==> src/rtl/itoa_pkg.sv <==
// ============================================================================
// itoa_pkg
// Shared constants and the digit-to-character mapping of the integer to
// ASCII converter.
// ============================================================================
`default_nettype none

package itoa_pkg;

    localparam int VALUE_WIDTH_DEFAULT = 32;
    localparam int DIGIT_W             = 6;
    localparam int CHAR_W              = 7;

    localparam logic [DIGIT_W-1:0] RADIX_MIN     = 6'd2;
    localparam logic [DIGIT_W-1:0] RADIX_MAX     = 6'd36;
    localparam logic [DIGIT_W-1:0] RADIX_DECIMAL = 6'd10;
    localparam logic [DIGIT_W-1:0] RADIX_RESET   = 6'd10;
    localparam logic [DIGIT_W-1:0] DIGIT_NINE    = 6'd9;

    localparam logic [CHAR_W-1:0] CHAR_ZERO  = 7'h30;
    localparam logic [CHAR_W-1:0] CHAR_A     = 7'h41;
    localparam logic [CHAR_W-1:0] CHAR_MINUS = 7'h2D;

    // Digits ten and above become upper-case letters.
    function automatic logic [CHAR_W-1:0] digit_to_char(input logic [DIGIT_W-1:0] d);
        logic [CHAR_W-1:0] d_ext;
        d_ext = {1'b0, d};
        if (d > DIGIT_NINE)
        begin
            return d_ext - {1'b0, RADIX_DECIMAL} + CHAR_A;
        end
        return d_ext + CHAR_ZERO;
    endfunction

endpackage

`default_nettype wire

==> src/rtl/itoa_in_if.sv <==
// ============================================================================
// itoa_in_if
// Valid/ready channel carrying one signed integer per transfer.
// ============================================================================
`default_nettype none

interface itoa_in_if #(
    parameter int VALUE_WIDTH = itoa_pkg::VALUE_WIDTH_DEFAULT
);
    logic                          valid;
    logic                          ready;
    logic signed [VALUE_WIDTH-1:0] value;

    modport source (output valid, output value, input ready);
    modport sink   (input valid, input value, output ready);
endinterface

`default_nettype wire

==> src/rtl/itoa_out_if.sv <==
// ============================================================================
// itoa_out_if
// Valid/ready channel carrying one ASCII character and its last flag.
// ============================================================================
`default_nettype none

interface itoa_out_if;
    logic                          valid;
    logic                          ready;
    logic [itoa_pkg::CHAR_W-1:0]   character;
    logic                          last;

    modport source (output valid, output character, output last, input ready);
    modport sink   (input valid, input character, input last, output ready);
endinterface

`default_nettype wire

==> src/rtl/itoa_divider.sv <==
// ============================================================================
// itoa_divider
// Restoring divider, one quotient bit per cycle: divides a VALUE_WIDTH-bit
// magnitude by a radix of at most 36 and returns quotient and remainder.
// ============================================================================
`default_nettype none

module itoa_divider #(
    parameter int VALUE_WIDTH = itoa_pkg::VALUE_WIDTH_DEFAULT
) (
    input  wire logic                          clk,
    input  wire logic                          rst_n,
    input  wire logic                          start,
    input  wire logic [VALUE_WIDTH-1:0]        dividend,
    input  wire logic [itoa_pkg::DIGIT_W-1:0]  divisor,
    output logic                               done,
    output logic [VALUE_WIDTH-1:0]             quotient,
    output logic [itoa_pkg::DIGIT_W-1:0]       remainder
);
    import itoa_pkg::*;

    localparam int IW = $clog2(VALUE_WIDTH);
    localparam logic [IW-1:0] LAST_STEP = IW'(VALUE_WIDTH - 1);

    logic                   busy_reg,  busy_next;
    logic                   done_reg,  done_next;
    logic [IW-1:0]          cnt_reg,   cnt_next;
    logic [VALUE_WIDTH-1:0] q_reg,     q_next;
    logic [DIGIT_W-1:0]     rem_reg,   rem_next;
    logic [DIGIT_W-1:0]     div_reg,   div_next;
    logic [DIGIT_W:0]       shifted;
    logic                   fits;

    always_comb
    begin
        shifted   = {rem_reg, q_reg[VALUE_WIDTH-1]};
        fits      = shifted >= {1'b0, div_reg};
        busy_next = busy_reg;
        done_next = 1'b0;
        cnt_next  = cnt_reg;
        q_next    = q_reg;
        rem_next  = rem_reg;
        div_next  = div_reg;
        if (start)
        begin
            busy_next = 1'b1;
            cnt_next  = LAST_STEP;
            q_next    = dividend;
            rem_next  = '0;
            div_next  = divisor;
        end
        else if (busy_reg)
        begin
            // The partial remainder stays below the divisor, so it fits in a digit.
            rem_next = fits ? DIGIT_W'(shifted - {1'b0, div_reg}) : shifted[DIGIT_W-1:0];
            q_next   = {q_reg[VALUE_WIDTH-2:0], fits};
            cnt_next = cnt_reg - 1'b1;
            if (cnt_reg == '0)
            begin
                busy_next = 1'b0;
                done_next = 1'b1;
            end
        end
    end

    always_ff @(posedge clk or negedge rst_n)
    begin
        if (!rst_n)
        begin
            busy_reg <= 1'b0;
            done_reg <= 1'b0;
            cnt_reg  <= '0;
        end
        else
        begin
            busy_reg <= busy_next;
            done_reg <= done_next;
            cnt_reg  <= cnt_next;
        end
    end

    always_ff @(posedge clk)
    begin
        q_reg   <= q_next;
        rem_reg <= rem_next;
        div_reg <= div_next;
    end

    assign done      = done_reg;
    assign quotient  = q_reg;
    assign remainder = rem_reg;

endmodule

`default_nettype wire

==> src/rtl/integer_to_ascii_radix_top.sv <==
// ============================================================================
// integer_to_ascii_radix_top
// Converts a signed integer to ASCII text in a programmable radix.
// ============================================================================
// Usage:
//   Write the radix (2 to 36; smaller codes act as 2, larger as 36) through
//   radix_wr_en/radix_wr_data while the block is idle. Each transfer on the
//   number channel yields the text of the value on the text channel, most
//   significant character first, last set on the final character. In radix
//   10 a negative value is preceded by '-'; other radixes read the bit
//   pattern as unsigned. Zero gives the single character '0'.
//   Each digit costs one pass through the shared bit-serial divider.
//   Characters then leave one per cycle through the output register
//   while the text receiver is ready.
//   number.ready is high only while no conversion is running; a stalled
//   text receiver holds the output register and the sequencer waits.
//   Reset sets the radix to 10, empties the output and returns to idle.
// ============================================================================
`default_nettype none

module integer_to_ascii_radix_top #(
    parameter int VALUE_WIDTH = itoa_pkg::VALUE_WIDTH_DEFAULT
) (
    input  wire logic                          clk,
    input  wire logic                          rst_n,
    input  wire logic                          radix_wr_en,
    input  wire logic [itoa_pkg::DIGIT_W-1:0]  radix_wr_data,
    itoa_in_if.sink                            number,
    itoa_out_if.source                         text
);
    import itoa_pkg::*;

    localparam int IW = $clog2(VALUE_WIDTH);
    localparam int CW = $clog2(VALUE_WIDTH + 1);

    typedef enum logic [1:0] {ST_IDLE, ST_DIVIDE, ST_SIGN, ST_EMIT} state_t;

    state_t              state_reg;
    logic [DIGIT_W-1:0]  radix_reg;
    logic [CW-1:0]       count_reg;
    logic                neg_reg;
    logic                out_valid_reg;
    logic [CHAR_W-1:0]   char_reg;
    logic                last_reg;
    logic [DIGIT_W-1:0]  store_reg [VALUE_WIDTH];

    logic [DIGIT_W-1:0]     eff_radix;
    logic                   slot_free;
    logic                   in_take;
    logic                   in_neg;
    logic [VALUE_WIDTH-1:0] in_raw;
    logic [VALUE_WIDTH-1:0] in_mag;
    logic                   div_start;
    logic                   div_done;
    logic [VALUE_WIDTH-1:0] div_dividend;
    logic [VALUE_WIDTH-1:0] div_quot;
    logic [DIGIT_W-1:0]     div_rem;
    logic [CW-1:0]          count_dec;
    logic                   sign_load;
    logic                   emit_load;

    always_comb
    begin
        priority if (radix_reg < RADIX_MIN)
        begin
            eff_radix = RADIX_MIN;
        end
        else if (radix_reg > RADIX_MAX)
        begin
            eff_radix = RADIX_MAX;
        end
        else
        begin
            eff_radix = radix_reg;
        end
    end

    assign number.ready = (state_reg == ST_IDLE);
    assign in_take      = number.valid && (state_reg == ST_IDLE);
    assign in_raw       = number.value;
    assign in_neg       = (eff_radix == RADIX_DECIMAL) && in_raw[VALUE_WIDTH-1];
    // The most negative value negates to itself, which read unsigned is exact.
    assign in_mag       = in_neg ? ('0 - in_raw) : in_raw;

    assign slot_free    = !out_valid_reg || text.ready;
    assign div_dividend = (state_reg == ST_IDLE) ? in_mag : div_quot;
    assign div_start    = (in_take && (in_mag != '0))
                       || ((state_reg == ST_DIVIDE) && div_done && (div_quot != '0));
    assign count_dec    = count_reg - 1'b1;
    assign sign_load    = (state_reg == ST_SIGN) && slot_free;
    assign emit_load    = (state_reg == ST_EMIT) && slot_free && (count_reg != '0);

    itoa_divider #(
        .VALUE_WIDTH (VALUE_WIDTH)
    ) u_divider (
        .clk       (clk),
        .rst_n     (rst_n),
        .start     (div_start),
        .dividend  (div_dividend),
        .divisor   (eff_radix),
        .done      (div_done),
        .quotient  (div_quot),
        .remainder (div_rem)
    );

    always_ff @(posedge clk or negedge rst_n)
    begin
        if (!rst_n)
        begin
            state_reg     <= ST_IDLE;
            radix_reg     <= RADIX_RESET;
            count_reg     <= '0;
            neg_reg       <= 1'b0;
            out_valid_reg <= 1'b0;
        end
        else
        begin
            if (radix_wr_en)
            begin
                radix_reg <= radix_wr_data;
            end
            if (sign_load || emit_load)
            begin
                out_valid_reg <= 1'b1;
            end
            else if (text.ready)
            begin
                out_valid_reg <= 1'b0;
            end
            unique case (state_reg)
                ST_IDLE:
                begin
                    if (in_take)
                    begin
                        neg_reg <= in_neg;
                        if (in_mag == '0)
                        begin
                            count_reg <= CW'(1);
                            state_reg <= ST_EMIT;
                        end
                        else
                        begin
                            count_reg <= '0;
                            state_reg <= ST_DIVIDE;
                        end
                    end
                end
                ST_DIVIDE:
                begin
                    if (div_done)
                    begin
                        count_reg <= count_reg + 1'b1;
                        if (div_quot == '0)
                        begin
                            state_reg <= neg_reg ? ST_SIGN : ST_EMIT;
                        end
                    end
                end
                ST_SIGN:
                begin
                    if (slot_free)
                    begin
                        state_reg <= ST_EMIT;
                    end
                end
                ST_EMIT:
                begin
                    if (count_reg == '0)
                    begin
                        state_reg <= ST_IDLE;
                    end
                    else if (slot_free)
                    begin
                        count_reg <= count_dec;
                    end
                end
                default:
                begin
                    state_reg <= ST_IDLE;
                end
            endcase
        end
    end

    // Digits are stored least significant first and read back in reverse.
    always_ff @(posedge clk)
    begin
        if (in_take && (in_mag == '0))
        begin
            store_reg[0] <= '0;
        end
        else if ((state_reg == ST_DIVIDE) && div_done)
        begin
            store_reg[count_reg[IW-1:0]] <= div_rem;
        end
    end

    always_ff @(posedge clk)
    begin
        if (sign_load)
        begin
            char_reg <= CHAR_MINUS;
            last_reg <= 1'b0;
        end
        else if (emit_load)
        begin
            char_reg <= digit_to_char(store_reg[count_dec[IW-1:0]]);
            last_reg <= (count_reg == CW'(1));
        end
    end

    assign text.valid     = out_valid_reg;
    assign text.character = char_reg;
    assign text.last      = last_reg;

endmodule

`default_nettype wire
==> src/flat_wrapper.sv <==
// flat-port wrapper written by rule: the top's interface ports become plain ports
module integer_to_ascii_radix_top_flat import itoa_pkg::*;
#(
    parameter int VALUE_WIDTH = itoa_pkg::VALUE_WIDTH_DEFAULT
)
  (clk, rst_n, radix_wr_en, radix_wr_data, number_valid, number_value, number_ready, text_valid, text_character, text_last, text_ready);
  itoa_in_if #(.VALUE_WIDTH(VALUE_WIDTH)) number_i ();
  itoa_out_if text_i ();
  input  wire logic clk;
  input  wire logic rst_n;
  input  wire logic radix_wr_en;
  input  wire logic [itoa_pkg::DIGIT_W-1:0] radix_wr_data;
  input wire logic [$bits(number_i.valid)-1:0] number_valid;
  input wire logic [$bits(number_i.value)-1:0] number_value;
  output wire logic [$bits(number_i.ready)-1:0] number_ready;
  output wire logic [$bits(text_i.valid)-1:0] text_valid;
  output wire logic [$bits(text_i.character)-1:0] text_character;
  output wire logic [$bits(text_i.last)-1:0] text_last;
  input wire logic [$bits(text_i.ready)-1:0] text_ready;
  assign number_i.valid = number_valid;
  assign number_i.value = number_value;
  assign number_ready = number_i.ready;
  assign text_valid = text_i.valid;
  assign text_character = text_i.character;
  assign text_last = text_i.last;
  assign text_i.ready = text_ready;
  integer_to_ascii_radix_top #(.VALUE_WIDTH(VALUE_WIDTH)) u_core (.clk(clk), .rst_n(rst_n), .radix_wr_en(radix_wr_en), .radix_wr_data(radix_wr_data), .number(number_i), .text(text_i));
endmodule
==> config.mk <==
export PLATFORM = sky130hd
export DESIGN_NAME = integer_to_ascii_radix_top_flat
export DESIGN_NICKNAME = d
export VERILOG_FILES = /design/src/rtl/itoa_pkg.sv /design/src/rtl/itoa_in_if.sv /design/src/rtl/itoa_out_if.sv /design/src/rtl/itoa_divider.sv /design/src/rtl/integer_to_ascii_radix_top.sv /design/src/flat_wrapper.sv
export SDC_FILE = /design/constraint.sdc
export NUM_CORES = 1
export LEC_CHECK = 0
export BUFFER_PORTS_ARGS = -buffer_cell sky130_fd_sc_hd__buf_2
export CORE_MARGIN = 2
export CORE_UTILIZATION = 45
export CTS_CLUSTER_DIAMETER = 200
export DETAILED_ROUTE_END_ITERATION = 8
export GPL_TIMING_DRIVEN = 0
export PLACE_DENSITY = 0.61
export SETUP_SLACK_MARGIN = 0.05
export SLEW_MARGIN = 25
export SYNTH_ARGS = -nofsm -noshare
export SYNTH_HDL_FRONTEND = slang
export SYNTH_SLANG_ARGS = --single-unit
export TNS_END_PERCENT = 100
==> constraint.sdc <==
create_clock -name clk -period 13.05 [get_ports clk]
set_clock_uncertainty 0.1 [all_clocks]
set_input_delay 1.305 -clock clk [delete_from_list [all_inputs] [get_ports clk]]
set_output_delay 1.305 -clock clk [all_outputs]
set_load 0.02 [all_outputs]
==> impl_metrics.json, run 1 <==
{
  "postCtsSetupBuffers": 0,
  "drive_above_1_share": 0.2112,
  "critPathTopFamily": "buffers and inverters",
  "antenna_found_initial": 0,
  "max-cap-violations": 0,
  "synth-seq-area-share": 0.5840,
  "n_antenna_cell": 0,
  "largest_register_ffs": 192,
  "ys.flop_type": "edfxtp_1",
  "core_area_mm2": 0.02894,
  "peakVddDrop_v": 0.0001039,
  "fin_tns_setup_ns": 0,
  "syn_nets": 1098,
  "die_h_um": 175.9,
  "period_share": 0.5462,
  "critPathLaunchType": "register",
  "synth.area.top_cells": "edfxtp_1 (52%), mux4_2 (6.4%), dfrtp_1 (4.0%), mux2_2 (3.2%), nand2_1 (2.7%)",
  "root_buffer": "clkbuf_16",
  "wl_per_cell_um": 22.11,
  "setup_viol": 0,
  "cellPowerDensity_mw_per_mm2": 194.2,
  "p_leak_nw": 5.568,
  "relSlewSlack": 0.2931,
  "fin_crit_ns": 7.128,
  "drv_slew": 0,
  "grt_pass1_vias": 8806,
  "wl_um": 33410,
  "pin_count": 53,
  "path_depth": 19,
  "place_hpwl_um": 23870,
  "hold_violations": 0,
  "yosysMostFrequentCell": "edfxtp_1",
  "critPathKind": "register to register",
  "synth_edf_count": 230,
  "final_util": 0.5221,
  "layout.nets": 1169,
  "grt_overflow_total": 0,
  "htreeDepth": 1,
  "required_ns": 13.38,
  "vias": 8995,
  "placed_cell_area_mm2": 0.01412,
  "drtPass1Iterations": 5,
  "ys_types": 88,
  "io_buffer_count": 39,
  "post_cts_resized": 0,
  "p_total_mw": 2.934,
  "gp_congestion": 0.9240,
  "holdPathStages": 2,
  "initial_core_util": 0.4595,
  "ant_nets": 0,
  "drt_iter0_drc": 745,
  "synth_top_cell_by_area": "edfxtp_1",
  "drc": 0,
  "die_w_um": 175.9,
  "yosys_warnings": 0,
  "die-area_mm2": 0.03094,
  "min_path_type": "register to register",
  "grt_pass1_wl_um": 51510,
  "syn-cell-area_mm2": 0.01330,
  "crit_slowest_cell": "a211oi_1",
  "status": "finished, final reports clean",
  "cp-end-kind": "register",
  "synthCells": 1034,
  "num-fill-cells": 2453,
  "hold_buffers": 0,
  "synth_seq_cells": 267,
  "stdcell_count": 1511,
  "syn_area_per_cell_um2": 12.86,
  "rsz0062_at_grt": "no",
  "reg2regPathDepth": 19,
  "critPathArrivalTime_ns": 7.46,
  "cts.path.max_buffers": 3,
  "worstMarginPinSlew_ns": 1.052,
  "row_count": 62,
  "clk_pin_slew_ns": 0.06,
  "critPathMaxFanout": 10,
  "yosys-top-cells-count": "edfxtp_1 (230), nand2_1 (95), nor2_1 (63)",
  "place_inst": 1459,
  "cts_made_buffers": 28,
  "cts_tree": "done",
  "crit_buf_inv": 6,
  "final_cell_area_mm2": 0.01511,
  "clock_sinks": 267,
  "synth_top_area_frac": 0.5195,
  "grt_max_degree": 33,
  "crit_top_cell": "buf_2",
  "crit_path_cell_trace": "buf_2 > inv_2 > ha_1 > xor2_4 > buf_4 > buf_2 > buf_2 > buf_1 > mux2i_1 > o22ai_1 > a211oi_1 > ha_1 > o21ai_0 > and4b_1 > a2111oi_0 > a211oi_1 > nand2_1 > xnor2_1 > o21ai_0",
  "synth-async-reset-ratio": 0.08614,
  "synthToLayoutAreaGrowth_pct": 13.62,
  "track_usage": 0.2191,
  "fmax_ghz": 0.1403,
  "detail_route.vias_per_cell": 5.953,
  "clock_latency_ns": 0.56,
  "max_stage_delay_ns": 0.73
}
==> layer usage <==
metal | vias up | part of all wire | wire, um | track usage
met5 | - | 0 | 0 | 0
met4 | 0 | 0.034 | 1141 | 0.07369
met3 | 69 | 0.060 | 2006 | 0.03225
met2 | 318 | 0.47 | 15830 | 0.3558
met1 | 4498 | 0.43 | 14430 | 0.3038
li1 | 4110 | - | - | -
==> cells by family (layout without fill, tap and decap cells) <==
group,Yosys count,in the layout,synth area share
AND/OR/NAND/NOR,353,353,0.1408
AO/OA/AOI/OAI,144,144,0.07360
adder cells (fa/ha/maj),22,22,0.02108
buffers and inverters,98,191,0.03162
flip-flops,267,267,0.5840
XOR/XNOR,42,42,0.02823
multiplexers,108,108,0.1206
==> placed cells by master, fill, tap and decap left out, types with 28 or more instances in the layout <==
cell,count
buf_2,53
clkbuf_1,39
inv_1,37
nor2_1,61
nor3_1,28
clkbuf_16,28
mux4_2,38
nand2_1,95
edfxtp_1,230
mux2_2,38
o21ai_0,38
mux2i_1,32
==> worst min-delay path: stages (launching register included) <==
cell and delay, ns:
dfxtp_1 0.30, nand2_1 0.05, a21oi_1 0.05
==> layout make-up <==
class	count	area [um^2]	area share
buffer	60	277.8	0.01839
clock buffer	33	739.5	0.04895
clock inverter	19	201.4	0.01334
inverter	38	142.6	0.009443
multi-input combinational	669	5265	0.3485
sequential	267	7765	0.5140
tap	384	480.5	0.03181
timing repair buffer	41	234.0	0.01549
==> worst paths after layout <==
| kind | startpoint | end | slack (ns) |
|---|---|---|---|
| max | u_core.count_reg[0] | u_core.text.character[3] | 5.92 |
| min | u_core.text.character[6] | u_core.text.character[6] | 0.35 |
| max reg2reg | u_core.count_reg[0] | u_core.text.character[3] | 5.92 |
| min reg2reg | u_core.text.character[6] | u_core.text.character[6] | 0.35 |
| max in group asynchronous | rst_n | u_core.u_divider.cnt_reg[4] | 11.73 |
| min in group asynchronous | rst_n | u_core.count_reg[4] | 0.68 |
==> power by group <==
part | total (mW) | internal, mW | switching [mW]
Sequential | 1.11 | 1.04 | 0.0655
Clock | 0.806 | 0.469 | 0.337
Combinational | 1.02 | 0.385 | 0.637
==> stage by stage <==
step	hold WS (ns)	setup slack [ns]
3_5_place_dp	0.3449	5.898
3_3_place_gp	0.3382	5.547
2_1_floorplan	0.3446	7.565
5_1_grt	0.3778	5.422
6_report	0.3477	5.922
4_1_cts	0.3531	5.870
Power figures use the tool's default switching activity.
==> run 2, diff against run 1 <==
Clock period 13.05 ns to 6.7 ns, I/O delays scaled along.
==> run 2 against run 1 <==
Worst hold slack lost 0.30 ns. Count of clock-buffer cells in the layout is the same. Routed wire length grew 0.12%. Sequential power grew 94%. Largest cell class unchanged. Final cell count grew 0.20%. Setup slack lost 5.5 ns. Sequential cell count is the same. Clock power grew 95%. Non-clock buffer count grew 3. Fmax grew 13%. Core utilization grew 0.14 points.
==> impl_metrics.json, run 2 (synthesis gave the netlist of run 1 again) <==
{
  "status": "finished, final reports clean",
  "grt_pass1_vias": 8812,
  "required_ns": 7.09,
  "final_util": 0.5234,
  "peakVddDrop_v": 0.0002225,
  "initial_core_util": 0.4595,
  "grt_pass1_wl_um": 51500,
  "post-place-ws_ns": -0.4519,
  "cts_tree": "done",
  "critPathArrivalTime_ns": 6.67,
  "cts_made_buffers": 28,
  "setup_slack_ns": 0.4176,
  "relSlewSlack": 0.2792,
  "critPathMaxFanout": 10,
  "final_cell_area_mm2": 0.01515,
  "worstMarginPinSlew_ns": 1.073,
  "root_buffer": "clkbuf_16",
  "wl_um": 33450,
  "largest_register_ffs": 192,
  "setup_viol": 0,
  "drive_above_1_share": 0.2186,
  "drv_slew": 0,
  "p_total_mw": 5.746,
  "cp-startpoint": "u_core.count_reg[0]",
  "detail_route.vias_per_cell": 5.960,
  "vias": 9023,
  "htreeDepth": 1,
  "min_path_type": "input pin to async pin",
  "place_hpwl_um": 23870,
  "grt_max_degree": 33,
  "hold_buffers": 0,
  "fin_crit_ns": 6.282,
  "reg2reg_from": "u_core.count_reg[0]",
  "cts.path.max_buffers": 3,
  "drt_iter0_drc": 728,
  "clock_latency_ns": 0.55,
  "gp_congestion": 0.9240,
  "die_h_um": 175.9,
  "cellPowerDensity_mw_per_mm2": 379.4,
  "pin_count": 53,
  "drtPass1Iterations": 5,
  "hold_violations": 0,
  "ant_nets": 0,
  "grt_overflow_total": 0,
  "period_share": 0.9377,
  "final_common_cell": "edfxtp_1",
  "die-area_mm2": 0.03094,
  "n_antenna_cell": 0,
  "antenna_found_initial": 0,
  "critPathKind": "register to register",
  "wl_per_cell_um": 22.10,
  "drc": 0,
  "clock_sinks": 267,
  "die_w_um": 175.9,
  "clk_pin_slew_ns": 0.06,
  "track_usage": 0.2186,
  "row_count": 62,
  "mostFrequentLayoutCells": "edfxtp_1 (230), nand2_1 (95), nor2_1 (61)",
  "synthToLayoutAreaGrowth_pct": 13.92,
  "cp-end-kind": "register",
  "fmax_ghz": 0.1592,
  "rsz0062_at_grt": "no",
  "core_area_mm2": 0.02894,
  "placed_cell_area_mm2": 0.01412,
  "p_leak_nw": 5.597,
  "io_buffer_count": 39,
  "max-cap-violations": 0,
  "num-fill-cells": 2456,
  "layout.nets": 1172,
  "critPathLaunchType": "register"
}
-- run 2: cell count changes in the layout (fill, tap and decap cells not counted) --
cell      change
clkbuf_1      -3
clkbuf_2      +3
a211oi_1      -2
buf_4         +4
buf_1         -1
a211oi_2      +2
-- run 2: area by class of cell --
cell class	instances	area, um^2	share of cell area
clock inverter	19	201.4	0.01330
clock buffer	33	739.5	0.04882
multi-input combinational	669	5275	0.3483
inverter	38	142.6	0.009418
timing repair buffer	45	264.0	0.01743
sequential	267	7765	0.5127
buffer	59	277.8	0.01834
tap	384	480.5	0.03172
-- run 2: per-layer routing --
layer | routed length (um) | GRT usage | up-vias
met5 | 0 | 0 | -
met2 | 15840 | 0.3565 | 319
met3 | 1905 | 0.03355 | 65
met4 | 1115 | 0.07335 | 0
li1 | - | - | 4112
met1 | 14590 | 0.3009 | 4527
-- run 2: worst max-delay path: stages, from the launching register on --
cell       delay [ns]
dfrtp_1          0.46
buf_2            0.40
inv_2            0.25
ha_1             0.34
clkbuf_1         0.28
xnor2_1          0.36
clkbuf_1         0.46
clkbuf_1         0.68
nor2_1           0.11
nor2_1           0.16
o22ai_1          0.18
a31oi_1          0.30
nand2_1          0.16
ha_1             0.28
o21ai_0          0.09
and4b_1          0.20
a2111oi_0        0.77
a211oi_2         0.20
mux2i_1          0.21
nand2_1          0.08
a21oi_1          0.12
-- run 2: final timing paths --
check	to	slack [ns]	cells after the start
max reg2reg	u_core.text.character[1]	0.42	20
min	u_core.count_reg[4]	0.04	1
min reg2reg	u_core.text.character[6]	0.35	2
min in group clk	u_core.radix_reg[5]	0.25	3
max in group asynchronous	u_core.u_divider.cnt_reg[4]	6.03	1
max	u_core.text.character[1]	0.42	20
-- run 2: repair_timing --
item                       in CTS  in global routing
setup endpoints to repair       5                  5
buffers inserted                0                  4
hold endpoints to repair        0                  0
resized for setup               3                  5
pin swaps                       0                  0
-- run 2: metrics by stage --
| step | cells | hold WS (ns) | TNS [ns] |
|---|---|---|---|
| 4_1_cts | 1510 | 0.04071 | 0 |
| 2_1_floorplan | 1034 | 0.2744 | 0 |
| 6_report | 1514 | 0.04455 | 0 |
| 5_1_grt | 1514 | 0.07690 | 0 |
| 3_5_place_dp | 1459 | 0.3449 | -1.798 |
| 3_3_place_gp | 1457 | 0.3382 | -3.718 |
-- run 2: power by group --
group	internal (mW)	leakage [nW]	total [mW]	switching (mW)
Combinational	0.775	2.15	2.03	1.25
Clock	0.913	0.464	1.57	0.654
Sequential	2.03	2.98	2.15	0.128
Total	3.71	5.60	5.75	2.03
